==> src/hw/rtl/rcd_pkg.sv <==
// ---------------------------------------------------------------------------
// rcd_pkg
// Shared constants and types for the remote-control frame decoder.
// ---------------------------------------------------------------------------
package rcd_pkg;

  // Frame geometry and byte counter
  localparam int BUFFER_BYTES = 36;
  localparam int FRAME_BYTES  = 18;
  localparam int COUNT_W      = $clog2(BUFFER_BYTES + 1);

  localparam logic [COUNT_W-1:0] COUNT_MAX   = COUNT_W'(BUFFER_BYTES);
  localparam logic [COUNT_W-1:0] COUNT_FRAME = COUNT_W'(FRAME_BYTES);

  // Channel offset register
  localparam int                 CH_W           = 11;
  localparam logic [CH_W-1:0]    OFFSET_DEFAULT = 11'h400;

  // Input beat kinds
  localparam logic MODE_BYTE = 1'b0;
  localparam logic MODE_IDLE = 1'b1;

  // Frame bytes, index 0 is the first byte received
  typedef logic [FRAME_BYTES-1:0][7:0] frame_t;

  // Decoded result
  typedef struct packed {
    logic signed [CH_W:0] channel_0;
    logic signed [CH_W:0] channel_1;
    logic signed [CH_W:0] channel_2;
    logic signed [CH_W:0] channel_3;
    logic signed [CH_W:0] channel_4;
    logic        [3:0]    switches;
    logic signed [15:0]   mouse_x;
    logic signed [15:0]   mouse_y;
    logic signed [15:0]   mouse_z;
    logic        [7:0]    press_left;
    logic        [7:0]    press_right;
    logic        [15:0]   key_bits;
  } result_t;

endpackage

==> src/hw/rtl/rcd_byte_cell.sv <==
// ---------------------------------------------------------------------------
// rcd_byte_cell
// One byte of the frame shift line: loads its neighbor's byte on a shift.
// ---------------------------------------------------------------------------
module rcd_byte_cell (
  input  logic       clk,
  input  logic       shift,
  input  logic [7:0] d,
  output logic [7:0] q
);

  // Payload only, no reset needed
  always_ff @(posedge clk) begin
    if (shift) begin
      q <= d;
    end
  end

endmodule

==> src/hw/rtl/rcd_frame_unpack.sv <==
// ---------------------------------------------------------------------------
// rcd_frame_unpack
// Splits an 18-byte frame into stick channels, switches, mouse and keys.
// ---------------------------------------------------------------------------
module rcd_frame_unpack (
  input  rcd_pkg::frame_t              frame,
  input  logic [rcd_pkg::CH_W-1:0]     offset,
  output rcd_pkg::result_t             res
);

  logic [rcd_pkg::CH_W-1:0] raw0, raw1, raw2, raw3, raw4;

  // Packed 11-bit channels, little endian bit stream
  assign raw0 = {frame[1][2:0], frame[0]};
  assign raw1 = {frame[2][5:0], frame[1][7:3]};
  assign raw2 = {frame[4][0],   frame[3], frame[2][7:6]};
  assign raw3 = {frame[5][3:0], frame[4][7:1]};
  assign raw4 = {frame[17][2:0], frame[16]};

  // Centering: 11-bit minus 11-bit always fits 12-bit two's complement
  assign res.channel_0 = {1'b0, raw0} - {1'b0, offset};
  assign res.channel_1 = {1'b0, raw1} - {1'b0, offset};
  assign res.channel_2 = {1'b0, raw2} - {1'b0, offset};
  assign res.channel_3 = {1'b0, raw3} - {1'b0, offset};
  assign res.channel_4 = {1'b0, raw4} - {1'b0, offset};

  // Switches and raw fields
  assign res.switches    = frame[5][7:4];
  assign res.mouse_x     = {frame[7],  frame[6]};
  assign res.mouse_y     = {frame[9],  frame[8]};
  assign res.mouse_z     = {frame[11], frame[10]};
  assign res.press_left  = frame[12];
  assign res.press_right = frame[13];
  assign res.key_bits    = {frame[15], frame[14]};

endmodule

==> src/hw/rtl/rc_frame_receive_decode.sv <==
// ---------------------------------------------------------------------------
// rc_frame_receive_decode
// Remote-control frame receiver: bytes shift into a row of byte cells; an
// idle beat after exactly 18 bytes decodes the frame into one result beat.
// ---------------------------------------------------------------------------
// Throughput: one input beat (byte or idle) per cycle while not stalled, set by the byte cell
//   shift line, which moves every cell in the same cycle as an accepted byte beat below 18 bytes.
// Latency: a result beat is valid the cycle after its idle beat.
// Input stalls only while a result waits and the output is stalled.
// Reset: clears byte count and output valid, offset returns to 1024;
//   the frame cells are not cleared.
module rc_frame_receive_decode (
  input  logic                          clk,
  input  logic                          rst,
  // Configuration
  input  logic                          cfg_write,
  input  logic [rcd_pkg::CH_W-1:0]      cfg_data,
  // Input channel
  input  logic                          in_valid,
  output logic                          in_stall,
  input  logic                          mode,
  input  logic [7:0]                    rx_byte,
  // Output channel
  output logic                          out_valid,
  input  logic                          out_stall,
  output logic signed [rcd_pkg::CH_W:0] channel_0,
  output logic signed [rcd_pkg::CH_W:0] channel_1,
  output logic signed [rcd_pkg::CH_W:0] channel_2,
  output logic signed [rcd_pkg::CH_W:0] channel_3,
  output logic signed [rcd_pkg::CH_W:0] channel_4,
  output logic [3:0]                    switches,
  output logic signed [15:0]            mouse_x,
  output logic signed [15:0]            mouse_y,
  output logic signed [15:0]            mouse_z,
  output logic [7:0]                    press_left,
  output logic [7:0]                    press_right,
  output logic [15:0]                   key_bits
);

  logic [rcd_pkg::CH_W-1:0]    offset;
  logic [rcd_pkg::COUNT_W-1:0] count;
  logic                        in_beat;
  logic                        byte_beat;
  logic                        idle_beat;
  logic                        shift;
  logic                        load;
  rcd_pkg::frame_t             frame;
  rcd_pkg::result_t            dec;
  rcd_pkg::result_t            res;

  // Handshake decode
  assign in_stall  = out_valid & out_stall;
  assign in_beat   = in_valid & ~in_stall;
  assign byte_beat = in_beat & (mode == rcd_pkg::MODE_BYTE);
  assign idle_beat = in_beat & (mode == rcd_pkg::MODE_IDLE);
  assign shift     = byte_beat & (count < rcd_pkg::COUNT_FRAME);
  assign load      = idle_beat & (count == rcd_pkg::COUNT_FRAME);

  // Offset register
  always_ff @(posedge clk) begin
    if (rst) begin
      offset <= rcd_pkg::OFFSET_DEFAULT;
    end else if (cfg_write) begin
      offset <= cfg_data;
    end
  end

  // Byte counter, saturating; idle clears it
  always_ff @(posedge clk) begin
    if (rst) begin
      count <= '0;
    end else if (idle_beat) begin
      count <= '0;
    end else if (byte_beat && (count < rcd_pkg::COUNT_MAX)) begin
      count <= count + rcd_pkg::COUNT_W'(1);
    end
  end

  // Shift line: new byte enters the last cell, oldest sits in cell 0
  for (genvar k = 0; k < rcd_pkg::FRAME_BYTES; k++) begin : g_cell
    logic [7:0] d;
    if (k == rcd_pkg::FRAME_BYTES - 1) begin : g_tail
      assign d = rx_byte;
    end else begin : g_link
      assign d = frame[k+1];
    end
    rcd_byte_cell u_cell (
      .clk   (clk),
      .shift (shift),
      .d     (d),
      .q     (frame[k])
    );
  end

  // Field decode
  rcd_frame_unpack u_unpack (
    .frame  (frame),
    .offset (offset),
    .res    (dec)
  );

  // Output register
  always_ff @(posedge clk) begin
    if (rst) begin
      out_valid <= 1'b0;
    end else if (load) begin
      out_valid <= 1'b1;
    end else if (!out_stall) begin
      out_valid <= 1'b0;
    end
  end

  always_ff @(posedge clk) begin
    if (load) begin
      res <= dec;
    end
  end

  assign channel_0   = res.channel_0;
  assign channel_1   = res.channel_1;
  assign channel_2   = res.channel_2;
  assign channel_3   = res.channel_3;
  assign channel_4   = res.channel_4;
  assign switches    = res.switches;
  assign mouse_x     = res.mouse_x;
  assign mouse_y     = res.mouse_y;
  assign mouse_z     = res.mouse_z;
  assign press_left  = res.press_left;
  assign press_right = res.press_right;
  assign key_bits    = res.key_bits;

endmodule

==> config.mk <==
export PLATFORM = sky130hd
export DESIGN_NAME = rc_frame_receive_decode
export DESIGN_NICKNAME = d
export VERILOG_FILES = /design/src/hw/rtl/rcd_pkg.sv /design/src/hw/rtl/rcd_byte_cell.sv /design/src/hw/rtl/rcd_frame_unpack.sv /design/src/hw/rtl/rc_frame_receive_decode.sv
export SDC_FILE = /design/constraint.sdc
export NUM_CORES = 1
export LEC_CHECK = 0
export ABC_AREA = 1
export BUFFER_PORTS_ARGS = -buffer_cell sky130_fd_sc_hd__buf_2
export CAP_MARGIN = 20
export CORE_MARGIN = 8
export CORE_UTILIZATION = 45
export CTS_BUF_LIST = sky130_fd_sc_hd__clkbuf_4 sky130_fd_sc_hd__clkbuf_8
export DETAILED_ROUTE_END_ITERATION = 16
export GPL_ROUTABILITY_DRIVEN = 0
export SYNTH_ARGS = -nofsm -noshare
export SYNTH_HDL_FRONTEND = slang
export SYNTH_SLANG_ARGS = --single-unit
==> constraint.sdc <==
create_clock -name clk -period 12.8 [get_ports clk]
set_input_delay 0.64 -clock clk [delete_from_list [all_inputs] [get_ports clk]]
set_output_delay 0.64 -clock clk [all_outputs]
set_load 0.02 [all_outputs]
==> impl_metrics.xml, run 1 <==
<?xml version="1.0" encoding="UTF-8"?>
<metrics>
  <group name="power_and_ir_drop">
    <metric name="ir_drop" unit="V">0.00008140</metric>
    <metric name="seqPwrFrac" unit="">0.534</metric>
    <metric name="power.switching_fraction" unit="">0.2339</metric>
    <metric name="power_switching" unit="W">0.0004973</metric>
    <metric name="cell_internal_pwr" unit="W">0.001629</metric>
    <metric name="clockPowerShare" unit="">0.385</metric>
    <metric name="total_leakage_power" unit="nW">6.291</metric>
    <metric name="pwr-share-comb" unit="">0.081</metric>
    <metric name="power.density" unit="nW/um^2">143.2</metric>
  </group>
  <group name="floorplan">
    <metric name="floorplan.die_area" unit="sq um">33370</metric>
    <metric name="rows" unit="">61</metric>
    <metric name="die_h" unit="um">182.7</metric>
    <metric name="start_util" unit="">0.4537</metric>
    <metric name="core_area" unit="sq um">27550</metric>
    <metric name="die_w" unit="um">182.7</metric>
    <metric name="io_pins" unit="">171</metric>
  </group>
  <group name="timing">
    <metric name="timing.final.setup_violations" unit="">0</metric>
    <metric name="worst_pin_slew" unit="ns">1.060</metric>
    <metric name="final_critical_path_time_including_i_o_delays_and_setup" unit="ns">2.862</metric>
    <metric name="final_hold_viol_count" unit="">0</metric>
    <metric name="rsz0062_at_grt" unit="">false</metric>
    <metric name="timing.setup.tns" unit="ns">0</metric>
    <metric name="finalMaxSlewViolations" unit="">0</metric>
    <metric name="final_min_period_over_clock_period" unit="">0.2236</metric>
    <metric name="slew_headroom" unit="">0.2930</metric>
    <metric name="timing.fmax" unit="GHz">0.3494</metric>
    <metric name="fin_worst_skew" unit="ns">0.01411</metric>
    <metric name="postLayoutSetupSlackWorst" unit="ns">9.938</metric>
  </group>
  <group name="critical_path">
    <metric name="critical_path.endpoint_type" unit="">flip-flop</metric>
    <metric name="critical_path_required" unit="ns">12.99</metric>
    <metric name="timing.critical_path.slowest_cell_delay" unit="ns">0.85</metric>
    <metric name="cpMaxStageDelayCell" unit="">sky130_fd_sc_hd__buf_4</metric>
    <metric name="critical_path.cell_chain" unit="">nor2_2, a21oi_1, nor3_2, buf_4, buf_4</metric>
    <metric name="critical_path_peak_fanout" unit="">82</metric>
    <metric name="timing.critical_path.mode_cell" unit="">sky130_fd_sc_hd__buf_4</metric>
    <metric name="r2r_setup_slack" unit="ns">9.94</metric>
    <metric name="setup.worst_path.start_class" unit="">flip-flop</metric>
    <metric name="critical_path_buf_inv_count" unit="">2</metric>
    <metric name="cp.arrival" unit="ns">3.05</metric>
    <metric name="path_delay_family" unit="">buffers and inverters</metric>
    <metric name="setup.worst_path.class" unit="">flip-flop to flip-flop</metric>
  </group>
  <group name="yosys">
    <metric name="synth_cell_type_count" unit="">24</metric>
    <metric name="synthesis.instances" unit="">989</metric>
    <metric name="yosysSeqAreaShare" unit="">0.7206</metric>
    <metric name="synth_async_sr_flop_share" unit="">0</metric>
    <metric name="synthesis.nets" unit="">1076</metric>
    <metric name="synthesis.yosys.warnings" unit="">0</metric>
    <metric name="post_synth_edffs" unit="">288</metric>
    <metric name="number_of_flip_flops_and_latches_in_the_synthesized_netlist" unit="">306</metric>
    <metric name="synth_area" unit="sq um">12500</metric>
    <metric name="avgSynthCellArea" unit="sq um">12.64</metric>
    <metric name="ys_dominant_reg_cell" unit="">sky130_fd_sc_hd__edfxtp_1</metric>
  </group>
  <group name="drt">
    <metric name="initialDrtViolationCount" unit="">460</metric>
    <metric name="detail_route.first_pass.iterations" unit="">7</metric>
    <metric name="via_per_inst" unit="">4.704</metric>
    <metric name="final_antenna_violating_net_count" unit="">0</metric>
    <metric name="routed_wire_length_per_instance" unit="um">15.97</metric>
    <metric name="via_total_after_detailed_routing" unit="">7677</metric>
    <metric name="wirelength" unit="um">26060</metric>
    <metric name="drc" unit="">0</metric>
  </group>
  <group name="finish">
    <metric name="filler_cell_count" unit="">2389</metric>
    <metric name="most_common_cell_after_layout_fill_and_taps_aside" unit="">sky130_fd_sc_hd__edfxtp_1</metric>
    <metric name="area.growth.synth_to_final" unit="%">18.75</metric>
    <metric name="post_route_cells_drive_above_1_share" unit="">0.2109</metric>
    <metric name="num-nets-final" unit="">1299</metric>
    <metric name="most-common-layout-cells" unit="">sky130_fd_sc_hd__edfxtp_1, sky130_fd_sc_hd__nand2_1, sky130_fd_sc_hd__buf_2, sky130_fd_sc_hd__inv_1, sky130_fd_sc_hd__nand3_1</metric>
  </group>
  <group name="cts">
    <metric name="cts_num_sinks" unit="">306</metric>
    <metric name="worst_skew_pair.late_latency" unit="ns">0.56</metric>
    <metric name="cts_buffer_count" unit="">49</metric>
    <metric name="postCtsResizedCells" unit="">0</metric>
    <metric name="cts-hold-fix-buffers" unit="">0</metric>
    <metric name="tritoncts" unit="">yes</metric>
    <metric name="root_buffer" unit="">sky130_fd_sc_hd__clkbuf_8</metric>
    <metric name="maximum_clock_path_buffer_count" unit="">3</metric>
    <metric name="clkSlewWorstSetupHoldPaths" unit="ns">0.06</metric>
    <metric name="cts_setup_buffers" unit="">0</metric>
    <metric name="h-tree-depth" unit="">2</metric>
  </group>
  <group name="global_route">
    <metric name="grt_antenna_before_repair" unit="">5</metric>
    <metric name="grt_start_max_net_pins" unit="">83</metric>
    <metric name="grt_use_total" unit="">0.1534</metric>
    <metric name="number_of_global_route_vias_before_repair" unit="">7501</metric>
    <metric name="global_route_wire_length_before_repair" unit="um">39760</metric>
    <metric name="globalRoute.totalOverflow" unit="">0</metric>
  </group>
  <group name="placement">
    <metric name="io_buffers" unit="">170</metric>
    <metric name="preCtsSetupSlack" unit="ns">8.741</metric>
    <metric name="detailed_place_hpwl" unit="um">17780</metric>
  </group>
  <group name="outcome">
    <metric name="status" unit="">completed</metric>
  </group>
  <group name="worst_hold_path">
    <metric name="min-delay-path-class" unit="">input pin to flip-flop</metric>
  </group>
  <group name="job">
    <metric name="max_cap_viol_count" unit="">0</metric>
  </group>
</metrics>
[synthesized netlist by cell type (2+ instances only)]
cell type,n,area share
sky130_fd_sc_hd__nand2_4,2,0.0018
sky130_fd_sc_hd__a21oi_2,4,0.0028
sky130_fd_sc_hd__dfxtp_1,18,0.029
sky130_fd_sc_hd__xnor2_1,6,0.0042
sky130_fd_sc_hd__nand2_2,2,0.0010
sky130_fd_sc_hd__inv_1,145,0.044
sky130_fd_sc_hd__nand3b_1,2,0.0012
sky130_fd_sc_hd__xor2_1,12,0.0084
sky130_fd_sc_hd__nor2_1,43,0.013
sky130_fd_sc_hd__fa_1,5,0.0080
sky130_fd_sc_hd__nand4_1,11,0.0055
sky130_fd_sc_hd__o21ai_0,11,0.0044
sky130_fd_sc_hd__a21oi_1,44,0.018
sky130_fd_sc_hd__ha_1,57,0.057
sky130_fd_sc_hd__nand2_1,259,0.078
sky130_fd_sc_hd__edfxtp_1,288,0.69
sky130_fd_sc_hd__nor3_1,6,0.0024
sky130_fd_sc_hd__nand3_1,68,0.027
[state kept, by name, indices dropped and copies added, names as in the netlist]
register	flops
channel_1	12
channel_3	12
key_bits	16
mouse_z	16
press_left	8
offset	11
channel_2	12
g_cell.u_cell.q	144
press_right	8
count	6
mouse_x	16
switches	4
out_valid	1
mouse_y	16
channel_0	12
channel_4	12
[through the flow]
step / instances / util / hold WS [ns] / area (sq um) / total power, W
floorplan: 989 / - / 0.4003 / 12500 / 0.001284
global placement: 1538 / 0.5026 / 0.4010 / 13850 / 0.001326
detailed placement: 1538 / 0.5026 / 0.4056 / 13850 / 0.001328
CTS: 1629 / 0.5382 / 0.2080 / 14830 / 0.002157
global route: 1631 / 0.5387 / 0.2129 / 14840 / 0.002227
finish: 1632 / 0.5388 / 0.2541 / 14840 / 0.002126
[layer usage]
layer | vias to the layer above | GRT usage | routed length (um)
li1 | 3852 | - | -
met1 | 3562 | 0.1920 | 11330
met2 | 215 | 0.2492 | 12190
met3 | 42 | 0.04951 | 2078
met4 | 6 | 0.04952 | 422
met5 | - | 0 | 37
[worst paths after layout]
kind	from	cells past startpoint	end
setup reg to reg	count[2]	5	g_cell[7].u_cell.q[0]
hold reg to reg	g_cell[17].u_cell.q[3]	0	g_cell[16].u_cell.q[3]
setup / recovery	count[2]	5	g_cell[7].u_cell.q[0]
hold / removal	rx_byte[2]	1	g_cell[17].u_cell.q[2]
[logic make-up after synthesis]
kind of cell    count (synthesis)  synth area share
compound gates                 59           0.02482
xor+xnor                       18           0.01261
fa+ha+maj                      62           0.06506
buf+inv                       149           0.04494
flops                         306            0.7206
simple gates                  395            0.1319
[area by class of cell]
cell class / instances / area, sq um / area share
clock inverters: 28 / 187.7 / 0.01264
clock buffers: 63 / 792.0 / 0.05335
well taps: 378 / 473.0 / 0.03186
flip-flops and latches: 306 / 9009 / 0.6069
inverters: 147 / 558.0 / 0.03759
multi-input cells: 534 / 2935 / 0.1977
repair buffers: 174 / 884.6 / 0.05959
diodes: 2 / 5.005 / 0.0003372
[power groups by stage]
stage	Combinational (W)	Sequential, W	Clock [W]
after CTS	0.000173	0.00114	0.000848
final	0.000173	0.00114	0.000819
after floorplan	0.000128	0.00116	0
after global routing	0.000198	0.00114	0.000892
after global placement	0.000170	0.00116	0
after detailed placement	0.000172	0.00116	0
(Power assumes the default switching activity.)
==> run 2, diff against run 1 <==
clock period = 2.7 ns   (was 12.8 ns; I/O delays follow)
==> impl_metrics.xml, run 2 (synthesis gave the netlist of run 1 again) <==
<?xml version="1.0" encoding="UTF-8"?>
<metrics>
  <group name="critical_path">
    <metric name="critical_path.endpoint_type" unit="">flip-flop</metric>
    <metric name="critical_path_peak_fanout" unit="">6</metric>
    <metric name="worst_setup_path_endpoint" unit="">channel_4[8]</metric>
    <metric name="critical_path.reg2reg.endpoint" unit="">channel_4[8]</metric>
    <metric name="setup.worst_path.class" unit="">flip-flop to flip-flop</metric>
    <metric name="cp-startpoint" unit="">offset[0]</metric>
    <metric name="critical_path_required" unit="ns">3.00</metric>
    <metric name="r2r-start" unit="">offset[0]</metric>
    <metric name="r2r_setup_slack" unit="ns">0.77</metric>
    <metric name="setup.worst_path.start_class" unit="">flip-flop</metric>
    <metric name="cp.arrival" unit="ns">2.23</metric>
    <metric name="reg2reg_depth" unit="">8</metric>
  </group>
  <group name="global_route">
    <metric name="globalRoute.totalOverflow" unit="">0</metric>
    <metric name="grt_use_total" unit="">0.1570</metric>
    <metric name="global_route_wire_length_before_repair" unit="um">40830</metric>
    <metric name="grt_antenna_before_repair" unit="">0</metric>
    <metric name="number_of_global_route_vias_before_repair" unit="">7778</metric>
    <metric name="grt_start_max_net_pins" unit="">72</metric>
  </group>
  <group name="drt">
    <metric name="drc" unit="">0</metric>
    <metric name="wirelength" unit="um">26330</metric>
    <metric name="routed_wire_length_per_instance" unit="um">15.81</metric>
    <metric name="via_per_inst" unit="">4.684</metric>
    <metric name="initialDrtViolationCount" unit="">506</metric>
    <metric name="via_total_after_detailed_routing" unit="">7804</metric>
    <metric name="final_antenna_violating_net_count" unit="">0</metric>
    <metric name="detail_route.first_pass.iterations" unit="">5</metric>
  </group>
  <group name="timing">
    <metric name="worst_pin_slew" unit="ns">0.6165</metric>
    <metric name="finalMaxSlewViolations" unit="">0</metric>
    <metric name="rsz0062_at_grt" unit="">false</metric>
    <metric name="slew_headroom" unit="">0.5877</metric>
    <metric name="fin_worst_skew" unit="ns">0.01548</metric>
    <metric name="worst_hold_slack" unit="ns">0.07128</metric>
    <metric name="timing.fmax" unit="GHz">0.5173</metric>
    <metric name="final_hold_viol_count" unit="">0</metric>
    <metric name="timing.final.setup_violations" unit="">0</metric>
    <metric name="final_min_period_over_clock_period" unit="">0.7159</metric>
    <metric name="final_critical_path_time_including_i_o_delays_and_setup" unit="ns">1.933</metric>
  </group>
  <group name="finish">
    <metric name="num-nets-final" unit="">1337</metric>
    <metric name="postLayoutCellArea" unit="sq um">15310</metric>
    <metric name="regMostFlops" unit="">g_cell.u_cell.q</metric>
    <metric name="most_common_cell_after_layout_fill_and_taps_aside" unit="">sky130_fd_sc_hd__edfxtp_1</metric>
    <metric name="post_route_cells_drive_above_1_share" unit="">0.2120</metric>
    <metric name="antenna_cells_inserted" unit="">0</metric>
    <metric name="most-common-layout-cells" unit="">sky130_fd_sc_hd__edfxtp_1, sky130_fd_sc_hd__nand2_1, sky130_fd_sc_hd__buf_2, sky130_fd_sc_hd__inv_1, sky130_fd_sc_hd__nand3_1</metric>
    <metric name="area.growth.synth_to_final" unit="%">22.46</metric>
    <metric name="largest_register_ffs" unit="">144</metric>
  </group>
  <group name="power_and_ir_drop">
    <metric name="clockPowerShare" unit="">0.387</metric>
    <metric name="power.switching_fraction" unit="">0.2276</metric>
    <metric name="cell_internal_pwr" unit="W">0.007871</metric>
    <metric name="power_switching" unit="W">0.002319</metric>
    <metric name="ir_drop" unit="V">0.0004552</metric>
    <metric name="total_leakage_power" unit="nW">6.495</metric>
    <metric name="post-layout-total-power" unit="W">0.01019</metric>
    <metric name="power.density" unit="nW/um^2">665.7</metric>
    <metric name="pwr-share-comb" unit="">0.085</metric>
    <metric name="seqPwrFrac" unit="">0.527</metric>
  </group>
  <group name="floorplan">
    <metric name="core_area" unit="sq um">27550</metric>
    <metric name="rows" unit="">61</metric>
    <metric name="io_pins" unit="">171</metric>
    <metric name="floorplan.die_area" unit="sq um">33370</metric>
    <metric name="die_w" unit="um">182.7</metric>
    <metric name="start_util" unit="">0.4537</metric>
    <metric name="die_h" unit="um">182.7</metric>
  </group>
  <group name="placement">
    <metric name="io_buffers" unit="">170</metric>
    <metric name="detailed_place_hpwl" unit="um">18180</metric>
    <metric name="postPlaceCellArea" unit="sq um">13970</metric>
  </group>
  <group name="outcome">
    <metric name="status" unit="">completed</metric>
  </group>
  <group name="cts">
    <metric name="root_buffer" unit="">sky130_fd_sc_hd__clkbuf_8</metric>
    <metric name="maximum_clock_path_buffer_count" unit="">3</metric>
    <metric name="cts_num_sinks" unit="">306</metric>
    <metric name="clkSlewWorstSetupHoldPaths" unit="ns">0.06</metric>
    <metric name="cts_buffer_count" unit="">49</metric>
    <metric name="tritoncts" unit="">yes</metric>
    <metric name="h-tree-depth" unit="">2</metric>
    <metric name="worst_skew_pair.late_latency" unit="ns">0.55</metric>
  </group>
  <group name="worst_hold_path">
    <metric name="min-delay-path-class" unit="">input pin to flip-flop</metric>
  </group>
  <group name="job">
    <metric name="max_cap_viol_count" unit="">0</metric>
  </group>
</metrics>
[run 2: cell count changes in the layout (fill, tap and decap cells not counted), sizes merged]
cell,before,now
clkinv,25,16
clkinvlp,2,4
clkbuf,63,68
buf,174,178
diode,2,0
dlygate4sd3,0,34
[run 2: area by class of cell]
class | count | area (sq um)
clock inverters | 21 | 153.9
flip-flops and latches | 306 | 9014
fillers | 2325 | 12240
multi-input cells | 534 | 2949
repair buffers | 212 | 1314
inverters | 147 | 556.8
well taps | 378 | 473.0
clock buffers | 68 | 848.3
[run 2: layer usage]
layer | up-vias | part of all wire | global-route usage
met4 | 0 | 0.019 | 0.04952
met5 | - | 0 | 0
li1 | 3918 | - | -
met3 | 41 | 0.079 | 0.05448
met2 | 204 | 0.47 | 0.2578
met1 | 3641 | 0.43 | 0.1921
[run 2: how the worst min path moves through the flow]
stage,startpoint,slack (ns),to,cells past startpoint
after floorplan,rst,0.19,out_valid,1
after detailed placement,rx_byte[7],0.31,g_cell[17].u_cell.q[7],1
after global placement,rx_byte[4],0.31,g_cell[17].u_cell.q[4],1
after CTS,in_valid,0.02,count[5],4
final,in_valid,0.07,count[5],4
after global routing,in_valid,0.08,count[4],4
[run 2: metrics by stage]
stage | setup WS [ns] | std cells | utilization | setup TNS (ns)
detailed placement | 0.7713 | 1543 | 0.5069 | 0
global route | 0.6514 | 1666 | 0.5556 | 0
global placement | 0.7809 | 1543 | 0.5069 | 0
floorplan | -1.760 | 989 | - | -338.19
finish | 0.7670 | 1666 | 0.5556 | 0
CTS | 0.7439 | 1666 | 0.5556 | 0
[run 2: power by group through the flow]
stage | logic, W | clock network (W) | registers, W
final | 0.000871 | 0.00395 | 0.00537
after floorplan | 0.000609 | 0 | 0.00546
after global placement | 0.000820 | 0 | 0.00547
after CTS | 0.000873 | 0.00409 | 0.00537
after global routing | 0.000994 | 0.00432 | 0.00538
after detailed placement | 0.000828 | 0 | 0.00547
[run 2: timing repair]
item                      in CTS  in global routing
hold endpoints to repair      21                  0
hold buffers                  34                  0
buffers inserted               0                  0
gates resized for setup        0                  0
[run 2: worst max-delay path, cell delays in order, from the launching register on]
cell and delay (ns):
sky130_fd_sc_hd__dfxtp_1 0.44, sky130_fd_sc_hd__ha_1 0.29, sky130_fd_sc_hd__fa_1 0.42, sky130_fd_sc_hd__inv_1 0.10, sky130_fd_sc_hd__nand3_1 0.07, sky130_fd_sc_hd__nand3_1 0.13, sky130_fd_sc_hd__nand2_1 0.09, sky130_fd_sc_hd__nand3_1 0.09
sky130_fd_sc_hd__nand2_1 0.06
